**config.mk**
```make
export PLATFORM = sky130hd
export DESIGN_NAME = sample_dma_buffer_cache_unit
export DESIGN_NICKNAME = d
export VERILOG_FILES = /design/src/hw/rtl/sdbc_pkg.sv /design/src/hw/rtl/sdbc_ctrl.sv /design/src/hw/rtl/sdbc_datapath.sv /design/src/hw/rtl/sample_dma_buffer_cache_unit.sv
export SDC_FILE = /design/constraint.sdc
export NUM_CORES = 2
export LEC_CHECK = 0
export BUFFER_PORTS_ARGS = -buffer_cell sky130_fd_sc_hd__clkbuf_2
export CORE_MARGIN = 2
export CORE_UTILIZATION = 50
export DETAILED_ROUTE_END_ITERATION = 12
export GPL_ROUTABILITY_DRIVEN = 0
export GPL_TIMING_DRIVEN = 1
export PLACE_DENSITY_LB_ADDON = 0.12
export SLEW_MARGIN = 40
export SYNTH_ARGS = -nofsm -noshare
export SYNTH_HDL_FRONTEND = slang
export SYNTH_SLANG_ARGS = --single-unit
```
**constraint.sdc**
```tcl
create_clock -name clk -period 6.7 [get_ports clk]
set_input_delay 1.34 -clock clk [delete_from_list [all_inputs] [get_ports clk]]
set_output_delay 1.34 -clock clk [all_outputs]
set_load 0.01 [all_outputs]
```
**src/hw/rtl/sdbc_pkg.sv**
```systemverilog
// ============================================================================
// sdbc_pkg
// Shared constants and types for the sample DMA buffer cache.
// ============================================================================
package sdbc_pkg;

	localparam int BUFFER_COUNT = 32;
	localparam int BUFFER_WORDS = 512;
	localparam int IDX_W = $clog2(BUFFER_COUNT);
	localparam int CNT_W = $clog2(BUFFER_COUNT + 1);
	localparam int WORD_SHIFT = $clog2(BUFFER_WORDS);

	localparam logic [15:0] LOCAL_BASE_RST = 16'hC000;
	localparam logic [7:0] AGE_LIMIT_RST = 8'd2;

	localparam logic CFG_LOCAL_BASE = 1'b0;
	localparam logic CFG_AGE_LIMIT = 1'b1;

	localparam logic MODE_FETCH = 1'b0;
	localparam logic MODE_CLEAN = 1'b1;

	typedef enum logic [3:0] {
		ST_IDLE,
		ST_F_RD,
		ST_F_CMP,
		ST_F_MISS,
		ST_F_SHIFT,
		ST_C_RD,
		ST_C_CMP,
		ST_C_FSHIFT,
		ST_OUT
	} sdbc_state_t;

	typedef struct packed {
		logic load;
		logic pos_clr;
		logic pos_inc;
		logic rd_used;
		logic hit;
		logic miss_fail;
		logic alloc;
		logic ins_step;
		logic ins_done;
		logic clean_keep;
		logic clean_free;
		logic fshift_step;
		logic fshift_done;
		logic clean_done;
		logic out_load;
	} sdbc_cmd_t;

	typedef struct packed {
		logic mode;
		logic walk_end;
		logic start_gt;
		logic win_ok;
		logic no_free;
		logic ins_end;
		logic stale;
		logic fshift_end;
	} sdbc_sts_t;

endpackage

```
**src/hw/rtl/sdbc_ctrl.sv**
```systemverilog
// ============================================================================
// sdbc_ctrl
// Sequencer: walks the used list, inserts on a miss, sweeps on a clean.
// ============================================================================
module sdbc_ctrl import sdbc_pkg::*; (
	input  logic        clk,
	input  logic        arst_n,
	input  logic        in_valid,
	output logic        in_stall,
	output logic        out_valid,
	input  logic        out_stall,
	input  sdbc_sts_t   sts,
	output sdbc_cmd_t   cmd
);

	sdbc_state_t state_q, state_d;
	logic out_valid_q, out_valid_d;

	always_ff @(posedge clk or negedge arst_n) begin
		if (!arst_n) begin
			state_q <= ST_IDLE;
			out_valid_q <= 1'b0;
		end else begin
			state_q <= state_d;
			out_valid_q <= out_valid_d;
		end
	end

	assign in_stall = (state_q != ST_IDLE);
	assign out_valid = out_valid_q;

	always_comb begin
		state_d = state_q;
		cmd = '0;
		out_valid_d = out_valid_q && out_stall;
		unique case (state_q)
			ST_IDLE: begin
				if (in_valid) begin
					cmd.load = 1'b1;
					cmd.pos_clr = 1'b1;
					state_d = sts.mode ? ST_C_RD : ST_F_RD;
				end
			end
			ST_F_RD: begin
				if (sts.walk_end) begin
					state_d = ST_F_MISS;
				end else begin
					cmd.rd_used = 1'b1;
					state_d = ST_F_CMP;
				end
			end
			ST_F_CMP: begin
				if (sts.start_gt) begin
					state_d = ST_F_MISS;
				end else if (sts.win_ok) begin
					cmd.hit = 1'b1;
					state_d = ST_OUT;
				end else begin
					cmd.pos_inc = 1'b1;
					state_d = ST_F_RD;
				end
			end
			ST_F_MISS: begin
				if (sts.no_free) begin
					cmd.miss_fail = 1'b1;
					state_d = ST_OUT;
				end else begin
					cmd.alloc = 1'b1;
					state_d = ST_F_SHIFT;
				end
			end
			ST_F_SHIFT: begin
				if (sts.ins_end) begin
					cmd.ins_done = 1'b1;
					state_d = ST_OUT;
				end else begin
					cmd.ins_step = 1'b1;
				end
			end
			ST_C_RD: begin
				if (sts.walk_end) begin
					cmd.clean_done = 1'b1;
					state_d = ST_OUT;
				end else begin
					cmd.rd_used = 1'b1;
					state_d = ST_C_CMP;
				end
			end
			ST_C_CMP: begin
				if (sts.stale) begin
					cmd.clean_free = 1'b1;
					state_d = ST_C_FSHIFT;
				end else begin
					cmd.clean_keep = 1'b1;
					state_d = ST_C_RD;
				end
			end
			ST_C_FSHIFT: begin
				if (sts.fshift_end) begin
					cmd.fshift_done = 1'b1;
					state_d = ST_C_RD;
				end else begin
					cmd.fshift_step = 1'b1;
				end
			end
			ST_OUT: begin
				if (!out_valid_q || !out_stall) begin
					cmd.out_load = 1'b1;
					out_valid_d = 1'b1;
					state_d = ST_IDLE;
				end
			end
			default: state_d = ST_IDLE;
		endcase
	end

endmodule

```
**src/hw/rtl/sdbc_datapath.sv**
```systemverilog
// ============================================================================
// sdbc_datapath
// Buffer tables, used and free lists, window compare and result register.
// ============================================================================
module sdbc_datapath import sdbc_pkg::*; (
	input  logic        clk,
	input  logic        arst_n,
	input  logic        cfg_we,
	input  logic        cfg_index,
	input  logic [15:0] cfg_data,
	input  logic        mode,
	input  logic [31:0] src_addr,
	input  logic [15:0] req_len,
	input  logic [15:0] frame_now,
	input  sdbc_cmd_t   cmd,
	output sdbc_sts_t   sts,
	output logic [15:0] local_addr,
	output logic        was_hit,
	output logic        dma_go,
	output logic [31:0] dma_src,
	output logic        status,
	output logic [6:0]  freed_count
);

	logic [15:0] local_base_q;
	logic [7:0]  age_limit_q;
	logic        mode_q;
	logic [31:0] addr_q;
	logic [15:0] len_q, frame_q;

	// Small register files; the used list is shifted during insertion.
	logic [31:0]      start_q [BUFFER_COUNT];
	logic [15:0]      last_q  [BUFFER_COUNT];
	logic [IDX_W-1:0] used_q  [BUFFER_COUNT];
	logic [IDX_W-1:0] free_q  [BUFFER_COUNT];
	logic [CNT_W-1:0] used_cnt_q, free_cnt_q;

	logic [CNT_W-1:0] pos_q, wr_q, ptr_q;
	logic [IDX_W-1:0] idx_q;
	logic [31:0]      st_q;
	logic [15:0]      lu_q;
	logic [6:0]       freed_q;
	logic [15:0] r_la; logic r_hit, r_go, r_st; logic [31:0] r_src;

	logic [32:0] want_end, win_end;
	logic [16:0] age_sum;
	logic [15:0] buf_local;
	logic [IDX_W-1:0] new_idx;

	assign want_end = {1'b0, addr_q} + {17'd0, len_q};
	assign win_end = {1'b0, st_q} + 33'(BUFFER_WORDS);
	assign age_sum = {1'b0, lu_q} + {9'd0, age_limit_q};
	assign buf_local = local_base_q + 16'({idx_q, {WORD_SHIFT{1'b0}}});
	assign new_idx = free_q[0];

	assign sts.mode = mode;
	assign sts.walk_end = (pos_q >= used_cnt_q);
	assign sts.start_gt = (st_q > addr_q);
	assign sts.win_ok = (want_end <= win_end);
	assign sts.no_free = (free_cnt_q == '0) || (used_cnt_q >= CNT_W'(BUFFER_COUNT));
	assign sts.ins_end = (ptr_q <= pos_q);
	assign sts.stale = (age_sum < {1'b0, frame_q}) && (free_cnt_q < CNT_W'(BUFFER_COUNT));
	assign sts.fshift_end = (ptr_q <= CNT_W'(1));

	always_ff @(posedge clk or negedge arst_n) begin
		if (!arst_n) begin
			local_base_q <= LOCAL_BASE_RST;
			age_limit_q <= AGE_LIMIT_RST;
			used_cnt_q <= '0;
			free_cnt_q <= CNT_W'(BUFFER_COUNT);
			for (int i = 0; i < BUFFER_COUNT; i++) free_q[i] <= IDX_W'(i);
		end else begin
			if (cfg_we) begin
				unique case (cfg_index)
					CFG_LOCAL_BASE: local_base_q <= cfg_data;
					CFG_AGE_LIMIT:  age_limit_q <= cfg_data[7:0];
					default: ;
				endcase
			end
			if (cmd.alloc) begin
				for (int i = 0; i < BUFFER_COUNT - 1; i++) free_q[i] <= free_q[i+1];
				free_cnt_q <= free_cnt_q - 1'b1;
			end
			if (cmd.ins_done) used_cnt_q <= used_cnt_q + 1'b1;
			if (cmd.ins_step) used_q[ptr_q[IDX_W-1:0]] <= used_q[ptr_q[IDX_W-1:0] - 1'b1];
			if (cmd.ins_done) used_q[pos_q[IDX_W-1:0]] <= idx_q;
			if (cmd.clean_keep) used_q[wr_q[IDX_W-1:0]] <= idx_q;
			if (cmd.clean_free) free_cnt_q <= free_cnt_q + 1'b1;
			if (cmd.fshift_step) free_q[ptr_q[IDX_W-1:0]] <= free_q[ptr_q[IDX_W-1:0] - 1'b1];
			if (cmd.clean_free && free_cnt_q == '0) free_q[0] <= idx_q;
			// A freed buffer goes in second place unless it is the only free one.
			if (cmd.fshift_done && free_cnt_q > CNT_W'(1)) free_q[1] <= idx_q;
			if (cmd.clean_done) used_cnt_q <= wr_q;
		end
	end

	// Walk and sequencing registers.
	always_ff @(posedge clk) begin
		if (cmd.load) begin
			mode_q <= mode; addr_q <= src_addr; len_q <= req_len; frame_q <= frame_now;
			wr_q <= '0; freed_q <= '0;
		end
		if (cmd.pos_clr) pos_q <= '0;
		if (cmd.pos_inc) pos_q <= pos_q + 1'b1;
		if (cmd.rd_used) begin
			idx_q <= used_q[pos_q[IDX_W-1:0]];
			st_q <= start_q[used_q[pos_q[IDX_W-1:0]]];
			lu_q <= last_q[used_q[pos_q[IDX_W-1:0]]];
		end
		if (cmd.hit) begin
			last_q[idx_q] <= frame_q;
			r_la <= buf_local + addr_q[15:0] - st_q[15:0];
			r_hit <= 1'b1; r_go <= 1'b0; r_src <= '0; r_st <= 1'b0;
		end
		if (cmd.miss_fail) begin
			r_la <= '0; r_hit <= 1'b0; r_go <= 1'b0; r_src <= '0; r_st <= 1'b1;
		end
		if (cmd.alloc) begin
			idx_q <= new_idx;
			ptr_q <= used_cnt_q;
			start_q[new_idx] <= {addr_q[31:1], 1'b0};
			last_q[new_idx] <= frame_q;
			r_la <= local_base_q + 16'({new_idx, {WORD_SHIFT{1'b0}}}) + {15'd0, addr_q[0]};
			r_hit <= 1'b0; r_go <= 1'b1; r_src <= {addr_q[31:1], 1'b0}; r_st <= 1'b0;
		end
		if (cmd.ins_step) ptr_q <= ptr_q - 1'b1;
		if (cmd.clean_keep) begin
			wr_q <= wr_q + 1'b1; pos_q <= pos_q + 1'b1;
		end
		if (cmd.clean_free) begin
			freed_q <= freed_q + 1'b1; pos_q <= pos_q + 1'b1; ptr_q <= free_cnt_q;
		end
		if (cmd.fshift_step) ptr_q <= ptr_q - 1'b1;
		if (cmd.clean_done) begin
			r_la <= '0; r_hit <= 1'b0; r_go <= 1'b0; r_src <= '0; r_st <= 1'b0;
		end
		if (cmd.out_load) begin
			local_addr <= r_la; was_hit <= r_hit; dma_go <= r_go; dma_src <= r_src;
			status <= r_st; freed_count <= mode_q ? freed_q : 7'd0;
		end
	end

endmodule

```
**src/hw/rtl/sample_dma_buffer_cache_unit.sv**
```systemverilog
// ============================================================================
// sample_dma_buffer_cache_unit
// Buffer pool cache for sample memory with sorted used list and DMA fill.
// ============================================================================
//  channel | direction | handshake          | payload
//  in      | input     | in_valid/in_stall  | mode, src_addr, req_len, frame_now
//  out     | output    | out_valid/out_stall| local_addr .. freed_count
//
// A fetch reads and compares each used buffer in turn and ends on a hit; on
// a miss it takes a free buffer and shifts the used list to insert it, or
// reports failure when no buffer is free or the used list is full.
// A clean reads and compares each used buffer and, for each freed buffer,
// shifts the free list to place it. One item is in work at a time; reset
// empties the used list and fills the free list at once. A stalled result
// holds in its register.
module sample_dma_buffer_cache_unit import sdbc_pkg::*; (
	input  logic        clk,
	input  logic        arst_n,
	input  logic        cfg_we,
	input  logic        cfg_index,
	input  logic [15:0] cfg_data,
	input  logic        in_valid,
	output logic        in_stall,
	input  logic        mode,
	input  logic [31:0] src_addr,
	input  logic [15:0] req_len,
	input  logic [15:0] frame_now,
	output logic        out_valid,
	input  logic        out_stall,
	output logic [15:0] local_addr,
	output logic        was_hit,
	output logic        dma_go,
	output logic [31:0] dma_src,
	output logic        status,
	output logic [6:0]  freed_count
);

	sdbc_cmd_t cmd;
	sdbc_sts_t sts;

	sdbc_ctrl u_ctrl (
		.clk, .arst_n, .in_valid, .in_stall, .out_valid, .out_stall, .sts, .cmd
	);

	sdbc_datapath u_dp (
		.clk, .arst_n, .cfg_we, .cfg_index, .cfg_data, .mode, .src_addr, .req_len,
		.frame_now, .cmd, .sts, .local_addr, .was_hit, .dma_go, .dma_src, .status,
		.freed_count
	);

endmodule

```
Word-level counts from Yosys, hierarchy flattened

Memories as Yosys holds them, arrays and structs flattened. A register that Yosys moved wholly into a read port is not among the register bits.
Index checks and enable logic that the tools add are counted.

Flip-flop bits (word level): 435
RAM bits: 1664
Output and inout bits: 60
Logic and storage cells: 236
Memories kept: 3

Memory list:

| name         | depth | width | rd ports | clocked after Yosys merged registers in | write ports | line                | RTL |
|---|---|---|---|---|---|---|---|
| u_dp.start_q | 32    | 31    | 1        | 1                                       | 1           | sdbc_datapath.sv:32 | `logic [31:0] start_q [BUFFER_COUNT];` |
| u_dp.last_q  | 32    | 16    | 1        | 1                                       | 1           | sdbc_datapath.sv:33 | `logic [15:0] last_q [BUFFER_COUNT];` |
| u_dp.used_q  | 32    | 5     | 2        | 1                                       | 1           | sdbc_datapath.sv:34 | `logic [IDX_W-1:0] used_q [BUFFER_COUNT];` |

$add $sub $neg: 16
Order comparisons: 12
Eq/ne operators: 12
Multiplexer cells: 98
Bitwise operators: 3
Reduce and logical (&&, ||, !) cells: 33

Operators by type and width:

| cell                                                              | number |
|---|---|
| 160-bit bitwise mux                                               | 1 |
| 160-bit 2-to-1 mux                                                | 1 |
| 155-bit 2-to-1 mux                                                | 1 |
| 32-bit 2-to-1 mux                                                 | 3 |
| 6-bit 2-to-1 mux                                                  | 14 |
| 5-bit 2-to-1 mux                                                  | 13 |
| 16-bit 2-to-1 mux                                                 | 4 |
| 1-bit 2-to-1 mux                                                  | 40 |
| 4-bit one-hot mux with 9 select lines                             | 1 |
| 32-bit by 10-bit adder with 33-bit output (second input constant) | 1 |
| 32-bit by 16-bit adder with 33-bit output                         | 1 |
| 33-bit less-or-equal comparator                                   | 1 |
| 16-bit by 14-bit adder with 16-bit output                         | 2 |
| 32-bit > comparator                                               | 1 |
| 4-bit 2-to-1 mux                                                  | 8 |
| 5-bit binary-select mux with 5-bit select                         | 1 |
| 5-bit demux with 5-bit select                                     | 1 |
| 6-bit by 1-bit adder with 6-bit output (second input constant)    | 4 |
| 6-bit greater-or-equal comparator (second input constant)         | 3 |
| 16-bit by 8-bit adder with 17-bit output                          | 1 |
| 17-bit by 16-bit less-than comparator with 1-bit output           | 1 |
| 16-bit by 1-bit adder with 16-bit output                          | 1 |
| 16-bit adder                                                      | 1 |
| 4-bit by 3-bit == test with 1-bit output (second input constant)  | 4 |
| 34 further kinds                                                  | 65 |

Depth between registers and ports, before layout

Depth in word-level cells: 10
Mapped depth: 24
Gate-level depth less buffers: 22

By module

Synthesis repeated with hierarchy kept, for this count alone.

Cells, all modules: 7270
Area total of the unflattened synthesis: 94031.4 µm²

By module, submodules not included:

| module        | times used | cells an instance | area an instance (µm²) | seq. area each (µm²) |
|---|---|---|---|---|
| sdbc_datapath | 1          | 7204              | 93492.2                | 62054.5 |
| sdbc_ctrl     | 1          | 66                | 539.3                  | 125.1 |

Least setup slack after synthesis

OpenSTA, ideal clock, no wires.

Path type: reg2reg
Start point: register u_dp.addr_q[1]
End point: memory u_dp.last_q[13][0] (enable)
Library setup time: 388 ps
Data arrival time: 5327 ps
Path slack: 985 ps
Stages on the path, launching flop included: 22
Path buffers: 1
Cell sequence: edfxtp_1 > ha_1 > a21o_1 > a21oi_1 > o21ai_1 > a31o_1 > a41o_1 > o41a_1 > a311oi_2 > nor2_1 > xnor2_1 > ha_1 > nand2_1 > a2bb2oi_1 > a21oi_1 > o31ai_1 > nand3_1 > o21ai_0 > and3_1 > buf_2 > a32oi_1 > nor2_1

Cells in the longest elaborated chain, start to end: 8
Elaborated cells on any way between the ends: 9
Those cells by class: add/sub: 1; order compare: 2; mux: 6

RTL lines:

| item                                      | line                 | RTL |
|---|---|---|
| start, declared                           | sdbc_datapath.sv:28  | `logic [31:0] addr_q;` |
| start signal, assigned                    | sdbc_datapath.sv:100 | `mode_q <= mode; addr_q <= src_addr; len_q <= req_len; frame_q <= frame_now;` |
| 32-bit by 16-bit adder with 33-bit output | sdbc_datapath.sv:50  | `assign want_end = {1'b0, addr_q} + {17'd0, len_q};` |
| 33-bit less-or-equal comparator           | sdbc_datapath.sv:59  | `assign sts.win_ok = (want_end <= win_end);` |
| 1-bit 2-to-1 mux                          | sdbc_ctrl.sv:55      | `end else if (sts.win_ok) begin` |
| 1-bit 2-to-1 mux *                        | sdbc_ctrl.sv:53      | `if (sts.start_gt) begin` |
| 1-bit 2-to-1 mux *                        | sdbc_ctrl.sv:36      | `unique case (state_q)` |
| 1-bit 2-to-1 mux *                        | sdbc_datapath.sv:110 | `if (cmd.hit) begin` |
| 1-bit 2-to-1 mux (implied by the code) *  | sdbc_datapath.sv:111 | `last_q[idx_q] <= frame_q;` |
| 1-bit 2-to-1 mux (no line) *              | n/a                  |  |
| end, declared                             | sdbc_datapath.sv:33  |  |

Mark *: on every way between the ends. The rest lies on a longest branch, timed or not.

Worst setup path after layout

Start point: register u_dp.addr_q[0]
End point: memory u_dp.last_q[27][4] (enable)

Same word-level chain as after synthesis.

==> impl_metrics.json <==
{
  "status": "completed",
  "drv_slew": 0,
  "netlist_area_sq_um": 90150,
  "synth.distinct_cells": 80,
  "relSlewSlack": 0.4216,
  "ant_nets": 0,
  "core_sq_um": 178800,
  "leakage_nw": 35.42,
  "chipHeight_um": 428.6,
  "holdBufCountCts": 0,
  "fin_crit_sh": 0.9388,
  "rsz0062_at_grt": "no",
  "synth-seq-cells": 2119,
  "synth_area_per_cell_sq_um": 16.89,
  "final_common_cell": "edfxtp_1",
  "grt_pass1_wl_um": 359200,
  "syn_nets": 5611,
  "final_nets": 5942,
  "async_flop_share": 0.09486,
  "drive_gt1_frac": 0.2293,
  "grt_pass1_vias": 50040,
  "antenna_found_initial": 9,
  "initialDrtViolationCount": 6056,
  "wl_per_cell_um": 30.34,
  "cts_max_level": 4,
  "clock-root-buffer": "clkbuf_16",
  "num_rows": 155,
  "post_drt_via_cell_ratio": 6.179,
  "synth-edff-count": 1863,
  "fin_hold_ws_ns": 0.4047,
  "cpMostUsedCell": "buf_4",
  "fin_tns_setup_ns": 0,
  "drcViolationCount": 0,
  "clock_skew_ns": 0.06291,
  "globalRoute.totalOverflow": 0,
  "nFillCells": 13640,
  "start_util": 0.5042,
  "dp.final_hpwl_um": 159800,
  "clock-sinks": 2119,
  "clock_latency_ns": 0.88,
  "final_cell_mix": "1863 x edfxtp_1, 741 x nand2_1, 420 x mux4_2",
  "firstDrtPassIters": 6,
  "dieArea_sq_um": 183700,
  "layout_min_cycle_time_ns": 6.290,
  "min_path_type": "input port to asynchronous set/reset pin",
  "cp_slowest_cell": "a31oi_2",
  "clk_pin_slew_ns": 0.06,
  "crit_type": "register to register",
  "cp_top_family": "compound AO/OA/AOI/OAI gates",
  "drt_wl_total_um": 249200,
  "pwr_density_cell_nw_per_um2": 492.7,
  "maxCapViolations": 0,
  "area_delta_synth_final_pct": 13.67,
  "ys_seq_area_frac": 0.6897,
  "track_usage": 0.2711,
  "cts_buffers": 215,
  "crit_fanout": 16,
  "cp.buffers_inverters": 5,
  "ir_worst_vdd_mv": 0.4408,
  "yosys_warnings": 0,
  "cp-end-kind": "register",
  "clock.fmax_mhz": 159.0,
  "hold_viol": 0,
  "crit_path_max_incr_delay_ns": 0.63,
  "crit_arrival_ns": 6.88,
  "cts_tree": "built",
  "startpoint_type": "register",
  "grt_max_degree": 181,
  "cp.required_ns": 7.29,
  "setup_viol": 0,
  "syn_inst": 5337,
  "via_count": 50750,
  "cts_buffer_depth": 3,
  "die_w_um": 428.6,
  "tightest_slew_ns": 0.8675,
  "synth_ff_type": "edfxtp_1",
  "io_pins": 147,
  "numPortBuffers": 145
}
kinds of logic (layout without fill, tap and decap cells):
family,after synthesis,after routing,synth area share
mux,585,585,0.1414
simple gates,1251,1251,0.05985
fa+ha+maj,187,187,0.02779
xor+xnor,117,117,0.01137
flops,2119,2119,0.6897
compound gates,666,666,0.04833
buf+inv,411,931,0.02154
other cells,1,3,0.00004160
registers in the layout (all words and copies together) (netlist names), 6 cells and up, named ones only:
| register | cells |
|---|---|
| u_dp.start_q | 992 |
| u_dp.last_q | 512 |
| u_dp.used_q | 160 |
| u_dp.free_q | 150 |
| u_dp.addr_q | 32 |
| u_dp.dma_src | 31 |
| u_dp.r_src | 31 |
| u_dp.st_q | 31 |
| u_dp.frame_q | 16 |
| u_dp.len_q | 16 |
| u_dp.local_addr | 16 |
| u_dp.local_base_q | 16 |
| u_dp.lu_q | 16 |
| u_dp.r_la | 16 |
| u_dp.age_limit_q | 8 |
| u_dp.freed_count | 7 |
| u_dp.freed_q | 7 |
| u_dp.free_cnt_q | 6 |
| u_dp.pos_q | 6 |
| u_dp.ptr_q | 6 |
| u_dp.used_cnt_q | 6 |
| u_dp.wr_q | 6 |
area by class of cell:
class / count / area, sq um / area share
tap: 2355 / 2947 / 0.02875
sequential: 2119 / 62180 / 0.6068
timing repair buffer: 384 / 3161 / 0.03084
multi-input combinational: 2807 / 26510 / 0.2587
clock buffer: 275 / 5797 / 0.05657
clock inverter: 131 / 1339 / 0.01306
inverter: 141 / 531.8 / 0.005189
antenna: 2 / 5.005 / 0.00004884
cell usage after synthesis (6+ instances only):
cell type / number / area share
edfxtp_1: 1863 / 0.62
nand2_1: 742 / 0.031
mux4_2: 420 / 0.10
o21ai_0: 211 / 0.012
nor2_1: 205 / 0.0085
a22oi_1: 200 / 0.017
ha_1: 165 / 0.023
inv_1: 140 / 0.0058
clkbuf_1: 128 / 0.0053
dfrtp_1: 117 / 0.032
mux4_1: 97 / 0.028
a21oi_1: 86 / 0.0048
dfstp_2: 84 / 0.024
xnor2_1: 78 / 0.0076
buf_2: 77 / 0.0043
nand3_1: 70 / 0.0039
nand4_1: 65 / 0.0045
dfxtp_1: 55 / 0.012
mux2i_1: 42 / 0.0047
xor2_1: 39 / 0.0038
a21o_1: 37 / 0.0031
nor3_1: 34 / 0.0019
a22o_1: 32 / 0.0031
buf_6: 30 / 0.0037
and2_1: 23 / 0.0016
and3_1: 23 / 0.0016
mux2_2: 23 / 0.0029
fa_1: 22 / 0.0049
buf_1: 21 / 0.00087
nor2b_1: 17 / 0.0012
nand2b_1: 12 / 0.00083
nand3b_1: 12 / 0.0010
a211oi_1: 11 / 0.00092
buf_4: 11 / 0.00092
o31ai_1: 11 / 0.00092
a31oi_1: 10 / 0.00069
o21a_1: 8 / 0.00067
or2_2: 8 / 0.00056
and4_1: 7 / 0.00068
o221a_1: 7 / 0.00087
or3_1: 7 / 0.00049
nor3b_1: 6 / 0.00050
nor4_1: 6 / 0.00042
worst register-to-register path, stage by stage, from the launching register on:
cell      delay [ns]
edfxtp_1        0.38
ha_1            0.20
inv_1           0.06
fa_1            0.40
nor2b_1         0.13
o21ai_0         0.11
a21boi_0        0.28
o21ai_1         0.16
a211oi_1        0.45
o31ai_1         0.17
a21boi_1        0.20
buf_4           0.20
o21ai_0         0.12
xnor2_1         0.16
ha_1            0.30
nand3_1         0.11
nor3_1          0.27
buf_4           0.17
nand3_1         0.06
a211o_1         0.28
nand3_1         0.13
o21ai_0         0.21
and3_2          0.34
a31oi_2         0.63
buf_4           0.25
nor2_1          0.05
buf_4           0.22
per-layer routing:
| layer | wire length (um) | global-route usage | part of all wire |
|---|---|---|---|
| met5 | 0 | 0 | 0 |
| met4 | 6455 | 0.07195 | 0.026 |
| met3 | 18710 | 0.04684 | 0.075 |
| met2 | 118900 | 0.4317 | 0.48 |
| met1 | 105200 | 0.3900 | 0.42 |
report_power, final:
part	internal (mW)	total, mW	switching [mW]
logic	8.76	21.2	12.4
registers	16.3	17.2	0.908
clock network	6.85	12.1	5.21
metrics by stage:
step	area [sq um]	worst slack, ns	power, mW	util	cells
after floorplan	90150	0.9847	31.49	-	5337
after global placement	94600	-0.02166	38.41	0.5291	7777
after detailed placement	95230	0.3486	38.65	0.5326	7803
after CTS	102400	0.3141	50.70	0.5725	8209
after global routing	102500	0.004708	52.59	0.5731	8212
final	102500	0.4100	50.49	0.5731	8214
path summary, 6_finish.rpt:
check                               start               endpoint  slack (ns)  depth (start not counted)
setup / recovery           u_dp.addr_q[0]     u_dp.last_q[27][4]        0.41                         26
hold / removal                     arst_n  u_dp.local_base_q[10]        0.40                          1
setup reg to reg           u_dp.addr_q[0]     u_dp.last_q[27][4]        0.41                         26
hold reg to reg            u_dp.r_src[15]       u_dp.dma_src[15]        0.43                          0
max in group asynchronous          arst_n        u_dp.free_q[65]        4.84                          3
min in group clk           u_dp.r_src[15]       u_dp.dma_src[15]        0.43                          0
timing repair:
item	CTS	global route
gates resized for setup	0	2
endpoints found under the setup margin	0	97
buffers inserted	0	0
Power figures use the tool's default switching activity.
